$ cat config.mk
export PLATFORM = sky130hd
export DESIGN_NAME = touch_filter_and_calibrate_flat
export DESIGN_NICKNAME = d
export VERILOG_FILES = /design/src/hdl/tfc_pkg.sv /design/src/hdl/tfc_stream_if.sv /design/src/hdl/tfc_divider.sv /design/src/hdl/touch_filter_and_calibrate.sv /design/src/flat_wrapper.sv
export SDC_FILE = /design/constraint.sdc
export NUM_CORES = 2
export LEC_CHECK = 0
export BUFFER_PORTS_ARGS = -buffer_cell sky130_fd_sc_hd__buf_2
export CORE_ASPECT_RATIO = 0.9
export CORE_MARGIN = 5
export CORE_UTILIZATION = 42
export DETAILED_ROUTE_END_ITERATION = 10
export MAX_ROUTING_LAYER = met4
export SYNTH_ARGS = -nofsm -noshare
export SYNTH_HDL_FRONTEND = slang
export SYNTH_HIERARCHICAL = 1
export SYNTH_SLANG_ARGS = --single-unit
$ cat constraint.sdc
create_clock -name clk -period 18.5 [get_ports clk]
set_clock_uncertainty 0.2 [all_clocks]
set_input_delay 3.7 -clock clk [delete_from_list [all_inputs] [get_ports clk]]
set_output_delay 3.7 -clock clk [all_outputs]
set_load 0.01 [all_outputs]
$ cat src/hdl/tfc_pkg.sv
`default_nettype none
package tfc_pkg;
  localparam int MAX_FILTER_DEF = 16;
  localparam int CFG_IDX_W = 3;
  localparam int CFG_DATA_W = 32;
  localparam logic [CFG_IDX_W-1:0] REG_XX = 3'd0;
  localparam logic [CFG_IDX_W-1:0] REG_XY = 3'd1;
  localparam logic [CFG_IDX_W-1:0] REG_XOFF = 3'd2;
  localparam logic [CFG_IDX_W-1:0] REG_YX = 3'd3;
  localparam logic [CFG_IDX_W-1:0] REG_YY = 3'd4;
  localparam logic [CFG_IDX_W-1:0] REG_YOFF = 3'd5;
  localparam logic [CFG_IDX_W-1:0] REG_DIV = 3'd6;
  localparam logic [CFG_IDX_W-1:0] REG_SIZE = 3'd7;

  typedef struct packed {
    logic signed [15:0] raw_x;
    logic signed [15:0] raw_y;
    logic [4:0]         buttons;
  } in_item_t;

  typedef struct packed {
    logic               event_valid;
    logic signed [15:0] screen_x;
    logic signed [15:0] screen_y;
    logic [4:0]         event_buttons;
    logic               accepted;
  } out_item_t;

  // divider handshake
  typedef struct packed {
    logic               start;
    logic signed [65:0] num;
    logic signed [17:0] den;
  } div_req_t;
endpackage
`default_nettype wire

$ cat src/hdl/tfc_stream_if.sv
`default_nettype none
interface tfc_stream_if #(parameter type T = logic);
  logic valid;
  logic ready;
  T     data;
  modport source (output valid, output data, input ready);
  modport sink (input valid, input data, output ready);
endinterface
`default_nettype wire

$ cat src/hdl/tfc_divider.sv
`default_nettype none
// Restoring divider, one quotient bit a cycle, truncates toward zero.
module tfc_divider (
  input  wire logic                clk,
  input  wire logic                rst,
  input  wire tfc_pkg::div_req_t   req,
  output logic                     done,
  output logic signed [65:0]       quot,
  output logic                     exact
);
  localparam int NW = 66;
  logic [NW-1:0] q, rem;
  logic [17:0]   dmag;
  logic          neg, busy;
  logic [6:0]    cnt;
  logic [NW:0]   trial;

  assign trial = {rem[NW-1:0], q[NW-1]} - {{(NW-17){1'b0}}, dmag};

  always_ff @(posedge clk) begin
    done <= 1'b0;
    if (rst) begin
      busy <= 1'b0;
    end else if (req.start) begin
      busy <= 1'b1;
      cnt  <= 7'(NW);
      rem  <= '0;
      q    <= req.num[NW-1] ? NW'(-req.num) : NW'(req.num);
      dmag <= req.den[17] ? 18'(-req.den) : 18'(req.den);
      neg  <= req.num[NW-1] ^ req.den[17];
    end else if (busy) begin
      if (!trial[NW]) begin
        rem <= trial[NW-1:0];
        q   <= {q[NW-2:0], 1'b1};
      end else begin
        rem <= {rem[NW-2:0], q[NW-1]};
        q   <= {q[NW-2:0], 1'b0};
      end
      cnt <= cnt - 7'd1;
      if (cnt == 7'd1) begin
        busy <= 1'b0;
        done <= 1'b1;
      end
    end
  end

  assign quot  = neg ? -$signed(q) : $signed(q);
  // no remainder left: the quotient is exact
  assign exact = (rem == '0);
endmodule
`default_nettype wire

$ cat src/hdl/touch_filter_and_calibrate.sv
`default_nettype none
// Sequence: a held sample that fills the ring makes two passes over the ring (one for
//   N of 2 or less) and four divisions in the shared divider; a release with a full
//   ring maps the raw point with two divisions; any other sample goes straight to the
//   output; a zero divisor skips the two mapping divisions.
// Throughput: one item at a time; ready returns the cycle after the result transfers.
// Reset: identity coefficients, divisor 1, size 5; count, index, last point clear.
module touch_filter_and_calibrate #(
  parameter int MAX_FILTER = tfc_pkg::MAX_FILTER_DEF
) (
  input  wire logic                           clk,
  input  wire logic                           rst,
  tfc_stream_if.sink                          in_ch,
  tfc_stream_if.source                        out_ch,
  input  wire logic                           cfg_we,
  input  wire logic [tfc_pkg::CFG_IDX_W-1:0]  cfg_index,
  input  wire logic [tfc_pkg::CFG_DATA_W-1:0] cfg_data
);
  localparam int IW = (MAX_FILTER > 1) ? $clog2(MAX_FILTER) : 1;
  localparam int CW = $clog2(MAX_FILTER + 1);

  localparam logic [3:0] S_IDLE = 4'd0, S_DIST = 4'd1, S_SUM = 4'd2,
    S_AVGX = 4'd3, S_AVGY = 4'd4, S_MUL0 = 4'd5, S_MUL1 = 4'd6,
    S_DIVW = 4'd7, S_OUT = 4'd8;

  // configuration
  logic signed [31:0] cxx, cxy, cxo, cyx, cyy, cyo;
  logic signed [17:0] cdiv;
  logic [CW-1:0]      nsize;

  // sample state
  logic [31:0]   ring [MAX_FILTER];
  logic [IW-1:0] widx;
  logic [CW-1:0] scount;
  logic signed [15:0] last_x, last_y;

  // sequencer
  logic [3:0]    state;
  logic [CW-1:0] i;
  logic          release_item, axis_y;
  logic [4:0]    btn;
  logic signed [15:0] px, py;
  logic [17:0]   maxd;
  logic [CW-1:0] drop;
  logic          drop_ok;
  logic signed [20+CW:0] sumx, sumy;
  logic [CW-1:0] cnt;
  logic signed [65:0] acc;
  logic signed [15:0] resx;
  logic [31:0]   rd;

  logic signed [16:0] dx, dy;
  logic [16:0]   adx, ady;
  logic [17:0]   mdist;
  logic [CW-1:0] nclamp;

  // shared 32x16 multiplier
  logic signed [31:0] mgain;
  logic signed [15:0] mcoord;
  logic signed [47:0] prod;

  tfc_pkg::div_req_t dreq;
  logic              ddone;
  logic              dexact;
  logic              avg_issue, div_go;
  logic signed [65:0] dquot;
  logic signed [15:0] sat;
  tfc_pkg::out_item_t res;

  tfc_divider u_div (.clk(clk), .rst(rst), .req(dreq), .done(ddone), .quot(dquot),
                     .exact(dexact));

  // clamp filter size write to 1..MAX_FILTER
  always_comb begin
    if (cfg_data[4:0] == 5'd0) nclamp = CW'(1);
    else if (32'(cfg_data[4:0]) > 32'(MAX_FILTER)) nclamp = CW'(MAX_FILTER);
    else nclamp = CW'(cfg_data[4:0]);
  end

  assign rd  = ring[i[IW-1:0]];
  assign dx  = 17'(last_x) - 17'($signed(rd[15:0]));
  assign dy  = 17'(last_y) - 17'($signed(rd[31:16]));
  assign adx = dx[16] ? 17'(-dx) : 17'(dx);
  assign ady = dy[16] ? 17'(-dy) : 17'(dy);
  assign mdist = 18'(adx) + 18'(ady);

  // first product takes the x term, second the y term
  assign mgain  = (state == S_MUL0) ? (axis_y ? cyx : cxx) : (axis_y ? cyy : cxy);
  assign mcoord = (state == S_MUL0) ? px : py;
  assign prod   = mgain * mcoord;

  assign sat = (dquot > 66'sd32767) ? 16'sh7fff :
               (dquot < -66'sd32768) ? 16'sh8000 : 16'(dquot);

  // launch an averaging division once per axis, a mapping division unless the divisor is zero
  assign avg_issue = ((state == S_AVGX) || (state == S_AVGY)) &&
                     !dreq.start && !ddone && !acc[0];
  assign div_go = avg_issue || ((state == S_MUL1) && (cdiv != 18'sd0));

  assign in_ch.ready = (state == S_IDLE) && !out_ch.valid;

  always_ff @(posedge clk) begin
    dreq.start <= !rst && div_go;
    if (rst) begin
      cxx <= 32'sd1; cxy <= '0; cxo <= '0; cyx <= '0; cyy <= 32'sd1; cyo <= '0;
      cdiv <= 18'sd1; nsize <= CW'(5 > MAX_FILTER ? MAX_FILTER : 5);
      widx <= '0; scount <= '0; last_x <= '0; last_y <= '0;
      acc <= '0;
      state <= S_IDLE; out_ch.valid <= 1'b0;
    end else begin
      if (out_ch.valid && out_ch.ready) out_ch.valid <= 1'b0;
      if (cfg_we) begin
        unique case (cfg_index)
          tfc_pkg::REG_XX:   cxx <= cfg_data;
          tfc_pkg::REG_XY:   cxy <= cfg_data;
          tfc_pkg::REG_XOFF: cxo <= cfg_data;
          tfc_pkg::REG_YX:   cyx <= cfg_data;
          tfc_pkg::REG_YY:   cyy <= cfg_data;
          tfc_pkg::REG_YOFF: cyo <= cfg_data;
          tfc_pkg::REG_DIV:  cdiv <= cfg_data[17:0];
          tfc_pkg::REG_SIZE: begin
            nsize <= nclamp; scount <= '0; widx <= '0;
          end
          default: ;
        endcase
      end
      unique case (state)
        S_IDLE: begin
          if (in_ch.valid && in_ch.ready) begin
            btn <= in_ch.data.buttons;
            axis_y <= 1'b0;
            if (in_ch.data.buttons == 5'd0) begin
              // release: map raw point only if the ring was full
              release_item <= 1'b1;
              scount <= '0; widx <= '0;
              px <= in_ch.data.raw_x; py <= in_ch.data.raw_y;
              state <= (scount >= nsize) ? S_MUL0 : S_OUT;
              res <= '{event_valid: 1'b0, screen_x: 16'sd0, screen_y: 16'sd0,
                       event_buttons: 5'd0, accepted: 1'b1};
            end else begin
              release_item <= 1'b0;
              res <= '0;
              ring[widx] <= {in_ch.data.raw_y, in_ch.data.raw_x};
              widx <= (32'(widx) + 1 >= 32'(nsize)) ? '0 : widx + IW'(1);
              if (scount >= nsize - CW'(1)) begin
                scount <= nsize;
                i <= '0; maxd <= '0; drop_ok <= 1'b0;
                state <= (nsize > CW'(2)) ? S_DIST : S_SUM;
                sumx <= '0; sumy <= '0; cnt <= '0;
              end else begin
                scount <= scount + CW'(1);
                state <= S_OUT;
              end
            end
          end
        end
        S_DIST: begin
          // find first farthest sample from last sent point
          if (mdist > maxd) begin
            maxd <= mdist; drop <= i; drop_ok <= 1'b1;
          end
          if (i == nsize - CW'(1)) begin
            i <= '0; state <= S_SUM;
          end else i <= i + CW'(1);
        end
        S_SUM: begin
          if (!(drop_ok && drop == i)) begin
            sumx <= sumx + $signed(rd[15:0]);
            sumy <= sumy + $signed(rd[31:16]);
            cnt <= cnt + CW'(1);
          end
          if (i == nsize - CW'(1)) state <= S_AVGX;
          else i <= i + CW'(1);
        end
        S_AVGX, S_AVGY: begin
          // floor((2*sum+cnt)/(2*cnt)) via divider; fix up toward minus infinity
          if (avg_issue) begin
            dreq.num <= 66'(state == S_AVGX ? sumx : sumy) * 66'sd2 + 66'(cnt);
            dreq.den <= 18'(cnt) <<< 1;
            acc[0] <= 1'b1;
          end else if (ddone) begin
            acc[0] <= 1'b0;
            if (state == S_AVGX) begin
              px <= 16'(dquot - ((!dexact && dreq.num < 0) ? 66'sd1 : 66'sd0));
              state <= S_AVGY;
            end else begin
              py <= 16'(dquot - ((!dexact && dreq.num < 0) ? 66'sd1 : 66'sd0));
              state <= S_MUL0;
            end
          end
        end
        S_MUL0: begin
          acc <= 66'(prod) + 66'(axis_y ? cyo : cxo);
          state <= S_MUL1;
        end
        S_MUL1: begin
          dreq.num <= acc + 66'(prod);
          dreq.den <= cdiv;
          acc <= '0;
          state <= S_DIVW;
        end
        S_DIVW: begin
          if (cdiv == 18'sd0 || ddone) begin
            if (!axis_y) begin
              resx <= (cdiv == 18'sd0) ? 16'sd0 : sat;
              axis_y <= 1'b1;
              state <= S_MUL0;
            end else begin
              res.event_valid <= 1'b1;
              res.accepted <= 1'b1;
              res.screen_x <= resx;
              res.screen_y <= (cdiv == 18'sd0) ? 16'sd0 : sat;
              res.event_buttons <= release_item ? 5'd0 : btn;
              last_x <= resx;
              last_y <= (cdiv == 18'sd0) ? 16'sd0 : sat;
              state <= S_OUT;
            end
          end
        end
        S_OUT: begin
          out_ch.valid <= 1'b1;
          state <= S_IDLE;
        end
        default: state <= S_IDLE;
      endcase
    end
  end

  assign out_ch.data = res;

  a_idle_ready: assert property (@(posedge clk) disable iff (rst)
    in_ch.ready |-> state == S_IDLE) else $error("ready outside idle");
  a_count_max: assert property (@(posedge clk) disable iff (rst)
    scount <= nsize) else $error("count above size");
  a_out_hold: assert property (@(posedge clk) disable iff (rst)
    out_ch.valid |-> !in_ch.ready) else $error("input taken while result waits");
  a_widx: assert property (@(posedge clk) disable iff (rst)
    32'(widx) < 32'(nsize)) else $error("write index out of range");
endmodule
`default_nettype wire

$ cat src/flat_wrapper.sv
// flat-port wrapper written by rule: the top's interface ports become plain ports
module touch_filter_and_calibrate_flat import tfc_pkg::*;
#(
  parameter int MAX_FILTER = tfc_pkg::MAX_FILTER_DEF
)
  (clk, rst, cfg_we, cfg_index, cfg_data, in_ch_valid, in_ch_data, in_ch_ready, out_ch_valid, out_ch_data, out_ch_ready);
  tfc_stream_if #(.T(in_item_t)) in_ch_i ();
  tfc_stream_if #(.T(out_item_t)) out_ch_i ();
  input  wire logic clk;
  input  wire logic rst;
  input  wire logic cfg_we;
  input  wire logic [tfc_pkg::CFG_IDX_W-1:0] cfg_index;
  input  wire logic [tfc_pkg::CFG_DATA_W-1:0] cfg_data;
  input wire logic [$bits(in_ch_i.valid)-1:0] in_ch_valid;
  input wire logic [$bits(in_ch_i.data)-1:0] in_ch_data;
  output wire logic [$bits(in_ch_i.ready)-1:0] in_ch_ready;
  output wire logic [$bits(out_ch_i.valid)-1:0] out_ch_valid;
  output wire logic [$bits(out_ch_i.data)-1:0] out_ch_data;
  input wire logic [$bits(out_ch_i.ready)-1:0] out_ch_ready;
  assign in_ch_i.valid = in_ch_valid;
  assign in_ch_i.data = in_ch_data;
  assign in_ch_ready = in_ch_i.ready;
  assign out_ch_valid = out_ch_i.valid;
  assign out_ch_data = out_ch_i.data;
  assign out_ch_i.ready = out_ch_ready;
  touch_filter_and_calibrate #(.MAX_FILTER(MAX_FILTER)) u_core (.clk(clk), .rst(rst), .in_ch(in_ch_i), .out_ch(out_ch_i), .cfg_we(cfg_we), .cfg_index(cfg_index), .cfg_data(cfg_data));
endmodule
==> results by group <==
Clock network
  – CTS tree: yes
  – Post-CTS sizing: 0
  – CTS H-tree lvls: 4
  – Postcts setup bufs: 0
  – Root Buffer: clkbuf_16
  – # clock sinks: 1268
  – CTS max path bufs: 3
  – Reg clk slew, reported paths: ~0.07 ns
  – Cts hold-fix bufs: 0
  – Clock latency on the worst-skew pair: 0.79 ns
  – CTS Buf Count: 135

Floorplanning
  – Chip Height: 437 um
  – Initial core utilization: approximately 42%
  – Num rows: 156
  – Die footprint: roughly 210000 sq um
  – Num ports: around 120
  – Core Area: 201000 sq um
  – Die X: 485 um

Placement
  – HPWL after DPL: 197000 um
  – Gpl congestion: 1.00
  – Port bufs: between 100 and 150

Logic synthesis
  – Mapped Cells: 8271
  – Synthesis warning total: 6
  – Main synth FF type: edfxtp_1
  – Mapped Area: 85100 sq um
  – Yosys cell types: 98
  – Sequential area share after synthesis: between 40% and 50%
  – Most frequent cell after synthesis: nand2_1
  – Synth top area share: 33.0%
  – Register bit count reported by yosys: between 1k and 1.5k
  – Largest area contributor in the netlist: edfxtp_1
  – Syn_nets: 9254
  – Post-synth EDFFs: approximately 930
  – Syn avg cell area: 10.3 sq um
  – Synth top area cells: edfxtp_1, fa_1, dfxtp_1
  – Async S/R FF share, synth: 0%
  – Top cells by instance count after synthesis: nand2_1, edfxtp_1, inv_1

STA
  – Final hold vios: 0
  – FMAX: 73.2 MHz
  – Fin. max-slew vios: 0
  – Final Cycle Share: 73.9%
  – Min cycle time layout: between 10 and 15 ns
  – RSZ-0062 raised after global routing: no
  – Slew @ Worst Pin: 1.34 ns
  – Setup violations, final: 0
  – Slew headroom: 9.98%
  – Final TNS setup: 0 ns

Drt
  – Wirelength, routed: 266000 um
  – Drt first pass iters: 5
  – Antenna Nets Post-Route: 0
  – Vias/cell: 5.73
  – DRT iter0 DRCs: approximately 6.7k
  – Drt wl/cell: 24.1 um
  – DR vias: ~63k
  – DRC: 0

Power and ir drop
  – Leak: between 30 and 40 nW
  – Psw: around 9 mW
  – Sw Share: 50.4%
  – PD cells: approximately 190 nW/um^2
  – Combinational share of power: approximately 66%
  – Total Power: 18.1 mW
  – P_int: 9.00 mW
  – Clk network pwr share: about 15%
  – Max IR drop VDD: 0.365 mV
  – Sequential Power Share: 18.5%

Setup path
  – Number of buffers and inverters on the critical path: 9
  – CP Launch Type: flip-flop
  – Peak per-stage delay on the critical path: 0.81 ns
  – Slowest cell on the critical path: mux4_2
  – Delay-heaviest family, CP: adder cells
  – Crit-path max FO: 37
  – Crit path capture type: flip-flop
  – Setup CP Type: flip-flop to flip-flop
  – Critical path arrival: about 14 ns
  – Critical path required time: between 15 and 20 ns

Global routing
  – Vias in the first global route: about 60k
  – Remaining global-route overflow: 0
  – First-pass GRT wire length: 397000 um
  – Largest net degree at the start of global routing: 152
  – Gr usage total: roughly 25%
  – Initial antenna violation count: 30

Min path
  – Hold Path Class: flip-flop to flip-flop

Final layout
  – Nets: 9232
  – Synth-to-Final Area Change: 9.59%
  – Layout cells sized above 1: approximately 9.2%

Outcome
  – Status: finished, final reports clean

Run
  – Max Cap Violations: 0
layout by cell type, fill, tap and decap left out, drive strengths merged, types with 19 or more instances in the layout:
cell	instances
nand2	1198
edfxtp	934
inv	782
a21oi	642
nor2	569
fa	496
ha	410
dfxtp	334
xnor2	293
o21ai	262
buf	209
xor2	197
and2	183
mux4	182
clkbuf	165
a21o	139
nand3	131
nor3	117
nor2b	80
o31ai	74
o21a	72
nand2b	71
or3	71
nor4	59
nand4	54
clkinv	50
mux2	44
o21bai	43
mux2i	41
or4	39
a31oi	34
and3	34
or2	28
o41ai	26
a22oi	22
o211ai	21
a211oi	21
diode	20
a211o	19
nand3b	19
worst reg2reg max path: cells and delay by family, from the launching register on:
family,cells,cell delay (ns)
buffers and inverters,9,1.86
DFF,1,0.47
AOI/OAI and AO/OA,8,2.60
and+or+nand+nor,13,3.74
muxes,1,0.81
adders and majority gates,8,3.80
power by group through the flow:
stage	Clock (mW)	Sequential, mW	Combinational (mW)
CTS	2.82	3.35	11.8
detailed placement	0	3.41	11.7
floorplan	0	3.33	7.99
global placement	0	3.41	11.7
finish	2.76	3.35	12.0
global route	2.95	3.36	13.0
cell type report:
class / count / area (sq um)
multi-input cells: 5861 / 46400
clock buffers: 165 / 3650
well taps: 2686 / 3360
clock inverters: 79 / 880
diodes: 20 / 50.0
flip-flops and latches: 1268 / 34700
fillers: 18560 / 108000
inverters: 774 / 2910
repair buffers: 209 / 1310
kinds of logic (layout without fill, tap and decap cells):
group                    after synthesis  after routing  synth area share, %
adder cells (fa/ha/maj)              906            906                 17.7
other                                  0             20                    0
buffers and inverters               1142           1227                 5.10
multiplexers                         267            267                 5.88
flip-flops                          1268           1268                 40.8
AND/OR/NAND/NOR                     2697           2697                 14.6
XOR/XNOR                             490            490                 5.04
AO/OA/AOI/OAI                       1501           1501                 10.9
path summary, 6_finish.rpt:
check	slack, ns	from	end	depth (start not counted)
max reg2reg	4.84	u_core/state[0]$_SDFFE_PP0P_	u_core/dreq[83]$_DFFE_PP_	39
min	0.25	u_core/cxo[9]$_SDFFE_PP0P_	u_core/cxo[9]$_SDFFE_PP0P_	2
max	4.84	u_core/state[0]$_SDFFE_PP0P_	u_core/dreq[83]$_DFFE_PP_	39
min reg2reg	0.25	u_core/cxo[9]$_SDFFE_PP0P_	u_core/cxo[9]$_SDFFE_PP0P_	2
registers in the layout, indices dropped and copies added, names as in the netlist, 18 cells and up, named ones only:
name,flops
u_core/acc,66
u_core/cdiv,18
u_core/cxo,32
u_core/cxx,32
u_core/cxy,32
u_core/cyo,32
u_core/cyx,32
u_core/cyy,32
u_core/dreq,85
u_core/maxd,18
u_core/out_ch.data,39
u_core/ring,512
u_core/sumx,26
u_core/sumy,26
u_core/u_div/dmag,18
u_core/u_div/q,66
u_core/u_div/rem,66
per-layer routing:
layer | wire length, um | GRT usage, %
met5 | 0 | -
met2 | 115000 | 36.8
met3 | 21300 | 3.93
met1 | 122000 | 37.2
met4 | 7850 | 6.45
per-stage QoR:
stage	worst slack (ns)	hold WS [ns]	cells	utilization, %	cell area (sq um)
6_report	4.84	0.250	11062	46.4	93300
5_1_grt	4.03	0.265	11056	46.3	93300
4_1_cts	5.01	0.253	11042	46.3	93200
3_5_place_dp	5.08	0.244	10798	44.1	88700
3_3_place_gp	5.27	0.239	10798	44.1	88700
2_1_floorplan	6.60	0.224	8271	-	85100
Power figures use the tool's default switching activity.
